## src/slm_pkg.sv

```systemverilog
`default_nettype none

package slm_pkg;

   localparam logic [1:0] OP_SWAP_OUT = 2'd0;
   localparam logic [1:0] OP_SWAP_IN  = 2'd1;
   localparam logic [1:0] OP_CLEAN    = 2'd2;

   localparam logic [1:0] STATUS_OK      = 2'd0;
   localparam logic [1:0] STATUS_FULL    = 2'd1;
   localparam logic [1:0] STATUS_MISSING = 2'd2;

   localparam int SPACE_W  = 8;
   localparam int VADDR_W  = 32;
   localparam int INDEX_W  = 8;
   localparam int OFFSET_W = 20;

   typedef struct packed {
      logic               valid;
      logic [SPACE_W-1:0] space;
      logic [VADDR_W-1:0] vaddr;
   } slm_entry_type;

   typedef enum logic [1:0] {
      ST_IDLE,
      ST_SCAN,
      ST_POST
   } slm_state_type;

endpackage

`default_nettype wire

```

## src/slm_cell.sv

```systemverilog
`default_nettype none

module slm_cell (
   input  wire                    clock,
   input  wire                    reset,
   input  wire                    shift_en,
   input  slm_pkg::slm_entry_type entry_d,
   output slm_pkg::slm_entry_type entry_q
);

   logic                        valid_ff;
   logic                        valid_in;
   logic [slm_pkg::SPACE_W-1:0] space_ff;
   logic [slm_pkg::VADDR_W-1:0] vaddr_ff;

   assign valid_in = shift_en ? entry_d.valid : valid_ff;

   always_ff @(posedge clock) begin
      if (reset) begin
         valid_ff <= 1'b0;
      end else begin
         valid_ff <= valid_in;
      end
   end

   always_ff @(posedge clock) begin
      if (shift_en) begin
         space_ff <= entry_d.space;
         vaddr_ff <= entry_d.vaddr;
      end
   end

   assign entry_q.valid = valid_ff;
   assign entry_q.space = space_ff;
   assign entry_q.vaddr = vaddr_ff;

endmodule

`default_nettype wire

```

## config.mk

```make
export PLATFORM = sky130hd
export DESIGN_NAME = slm_cell
export DESIGN_NICKNAME = d
export VERILOG_FILES = /design/src/slm_pkg.sv /design/src/slm_cell.sv
export SDC_FILE = /design/constraint.sdc
export NUM_CORES = 1
export LEC_CHECK = 0
export BUFFER_PORTS_ARGS = -buffer_cell sky130_fd_sc_hd__clkbuf_2
export CAP_MARGIN = 0
export CORE_ASPECT_RATIO = 1.25
export CORE_UTILIZATION = 38
export CTS_BUF_LIST = sky130_fd_sc_hd__clkbuf_8
export DETAILED_ROUTE_END_ITERATION = 8
export PLACE_DENSITY = 0.77
export SYNTH_ARGS = -nofsm -noshare
export SYNTH_HDL_FRONTEND = slang
export SYNTH_SLANG_ARGS = --single-unit
```

## constraint.sdc

```tcl
create_clock -name clock -period 0.8 [get_ports clock]
set_input_delay 0.24 -clock clock [delete_from_list [all_inputs] [get_ports clock]]
set_output_delay 0.24 -clock clock [all_outputs]
set_load 0.03 [all_outputs]
```

# Yosys cells after proc, flatten, opt, wreduce, memory -nomap -nowiden
# Cells that the tools add are included.
# Widths: inputs -> output; s select.
# totals
out_inout_bits,41
wordCells,3
in_bits,44
register_bits,41

# Longest topological paths before layout
# depth
word_depth,0
mapped_depth,2
depth_no_buf,2

# Worst setup path after synthesis
# OpenSTA, ideal clock, no wires.
# synth_timing
kind,flip-flop to output port
start,register vaddr_ff[0] (netlist name)
end,output entry_q[0] (netlist name)
setup_slack_ns,0.064
n_path_buf,0
path_stages_with_launch,1
arrival_time_ns,0.496
t_required_ns,0.560
cell_sequence,edfxtp_1
# synth_lines
element,line,rtl
"start, declared",slm_cell.sv:14,logic [slm_pkg::VADDR_W-1:0] vaddr_ff;
"start signal, assigned",slm_cell.sv:29,vaddr_ff <= entry_d.vaddr;
"end, declared",slm_cell.sv:8,output slm_pkg::slm_entry_type entry_q
# No word-level cell between the ends.

# Worst setup path after layout
# layout_timing
start,register vaddr_ff[9] (netlist name)
end,output entry_q[9] (netlist name)
# No word-level cell between the ends.

==> results.md <==
* Number of synthesized flops with an enable pin at 40
* Post-synth top flop: edfxtp_1
* Overall power at 4.78 mW
* Final core utilization at 72.1%
* Status: finished, violations left
* Worst Hold Class: in -> reg
* Pint at 3.58 mW
* Min cycle time layout at 1.13 ns
* Mapped Avg Cell Area at 28.2 sq um
* Crit path launch type: register
* #FFs+latches synth at 41
* TritonCTS clock tree: yes
* Logic pwr share at 18.9%
* Clock share of power at 26.3%
* Crit path max fanout at 1
* Sequential Power Share at 54.8%
* Period utilisation layout at 141%
* Power Density at 2190 mW/mm^2
* Final setup fails at 41
* WP buf/inv at 1
* Critical path type: reg -> out
* Die width at 53.1 um
* MaxCap Viol Count at 0
* Slowest CP cell: edfxtp_1
* First-pass GRT wire length at 3550 um
* Number of global-route vias before repair at 784
* Final WS setup at -0.326 ns
* Slew HR at 90.7%
* Count leader, synth: edfxtp_1
* CP endpoint kind: primary output
* Worst EP required at 0.56 ns
* Yosys cell types at 5
* Clock tree buffer depth at 2
* Sw frac at 25.1%
* Antenna diodes at 0
* Core footprint at 0.00303 sq mm
* Top post-synthesis cells by area: edfxtp_1 (97%), dfxtp_1 (1.6%), mux2i_1 (0.81%)
* CTS Sinks at 41
* Worst slew pin tran at 0.136 ns
* GRT Overall Usage at 15.9%
* Slowest stage delay, CP at 0.43 ns
* First DRT Iteration DRCs at 11
* CTS HTree Levels at 2
* Family with the most delay on the worst path: flip-flops
* Area leader, netlist: edfxtp_1
* Detail Route Antenna Nets at 0
* Placement row count at 22
* Synthesized area at 0.00124 sq mm
* RSZ-0062 raised after global routing: true
* Leakage at 0.942 nW
* Failing checks: negative setup slack
* Register area share after synthesis at 98.3%
* Number of hold violations in the final report at 0
* FILL cells at 203
* Die Height at 65.9 um
* Switching pwr at 1.20 mW
* Clock root buffer: clkbuf_8
* Fmax at 888 MHz
* Ratio of cells with drive above 1 in the final layout at 69.6%
* CTS buffer count at 5
* Post-Syn Instances at 44
* Final-stage net count at 181
* Total number of vias at 793
* Area added between synthesis and finish at 75.7%
* Largest net degree at the start of global routing at 24
* Peak supply drop at 0.00201 V
* Fraction of registers with async set/reset at 0%
* Post-CTS Hold Fix Bufs at 0
* Worst EP arrival at 0.89 ns
* First-pass DRT Iterations at 4
* Port buffer count at 84
* Postcts setup bufs at 0
* Routability cong. at 0.715
* Worst Skew at 0 ns
* Slew Limit Fails at 0
* Num ports at 85
* Critical path, cell by cell: buf_8
* Syn Nets at 88
* Full die area at 0.00350 sq mm
* DRT Wirelength at 2530 um
* Worst-path clk slew at 0.08 ns
* Vias per inst at 4.56
* Yosys warnings at 0
* Worst skew pair latency at 0.28 ns
* Synth top area share at 96.7%
* Grt ovf at 0
* Mean routed wirelength per cell at 14.5 um
* Initial antenna violation count at 0
* DR DRC count at 0
* Most frequent cells after synthesis: edfxtp_1 (40), buf_4 (1), dfxtp_1 (1), mux2i_1 (1), nor2_1 (1)
* Initial Util at 41.0%
## final cells by class
class                      count  area (sq um)  share of cell area [%]
sequential                    41          1220                    56.0
multi-input combinational      2          13.8                   0.630
timing repair buffer          87           816                    37.4
tap                           36          45.0                    2.06
clock buffer                   5          68.8                    3.15
clock inverter                 3          17.5                   0.802
## power by group through the flow
stage | clock [mW] | combinational, mW | sequential [mW]
final | 1.26 | 0.903 | 2.62
after global routing | 1.40 | 0.939 | 2.63
after detailed placement | 0 | 0.668 | 2.64
after floorplan | 0 | 0.0145 | 2.98
after global placement | 0 | 0.661 | 2.63
after CTS | 1.30 | 0.884 | 2.61
## state kept, by name (all words and copies together) (netlist names)
name / cells
space_ff: 8
vaddr_ff: 32
valid_ff: 1
## per-stage QoR
step                      setup WS, ns  std cells  TNS [ns]  hold slack, ns  area (sq um)
after floorplan                 0.0644         44         0           0.312          1240
final                           -0.326        174    -11.34          0.0960          2180
after global placement         -0.0909        166     -2.65           0.398          1750
after CTS                       -0.335        174    -12.04          0.0851          2160
after detailed placement        -0.141        166     -3.38           0.407          1750
after global routing            -0.366        174    -12.79          0.0923          2180
## kinds of logic (layout without fill, tap and decap cells)
logic type,count (synthesis),after routing,synth area share [%]
flip-flops,41,41,98.3
multiplexers,1,1,0.806
AND/OR/NAND/NOR,1,1,0.302
buffers and inverters,1,95,0.604
## final timing paths
path | from | end | slack (ns) | depth (start not counted)
setup / recovery | vaddr_ff[9]$_DFFE_PP_ | entry_q[9] | -0.33 | 1
hold / removal | reset | valid_ff$_SDFFE_PP0P_ | 0.1 | 2
setup reg to reg | valid_ff$_SDFFE_PP0P_ | valid_ff$_SDFFE_PP0P_ | 0.18 | 2
hold reg to reg | valid_ff$_SDFFE_PP0P_ | valid_ff$_SDFFE_PP0P_ | 0.53 | 2
## layer usage
layer	global-route usage, %	wire [um]	vias to the layer above
met5	0	0	-
met4	9.21	91	0
met3	10.1	274	9
met2	26.3	1400	58
met1	14.1	760	367
li1	-	-	359
## placed cells by master, fill, tap and decap left out
| cell | instances |
|---|---|
| clkbuf_2 | 43 |
| clkinv_2 | 2 |
| mux2i_1 | 1 |
| buf_4 | 1 |
| clkinvlp_4 | 1 |
| buf_8 | 3 |
| nor2_1 | 1 |
| buf_12 | 2 |
| dfxtp_2 | 1 |
| clkbuf_8 | 37 |
| buf_6 | 6 |
| edfxtp_1 | 40 |
## repair_timing
item                       4_1_cts  5_1_grt
setup endpoints to repair       41       41
pin swaps                        0        0
gates resized for setup         77       15
No activity file was read; power rests on OpenSTA's default activity.
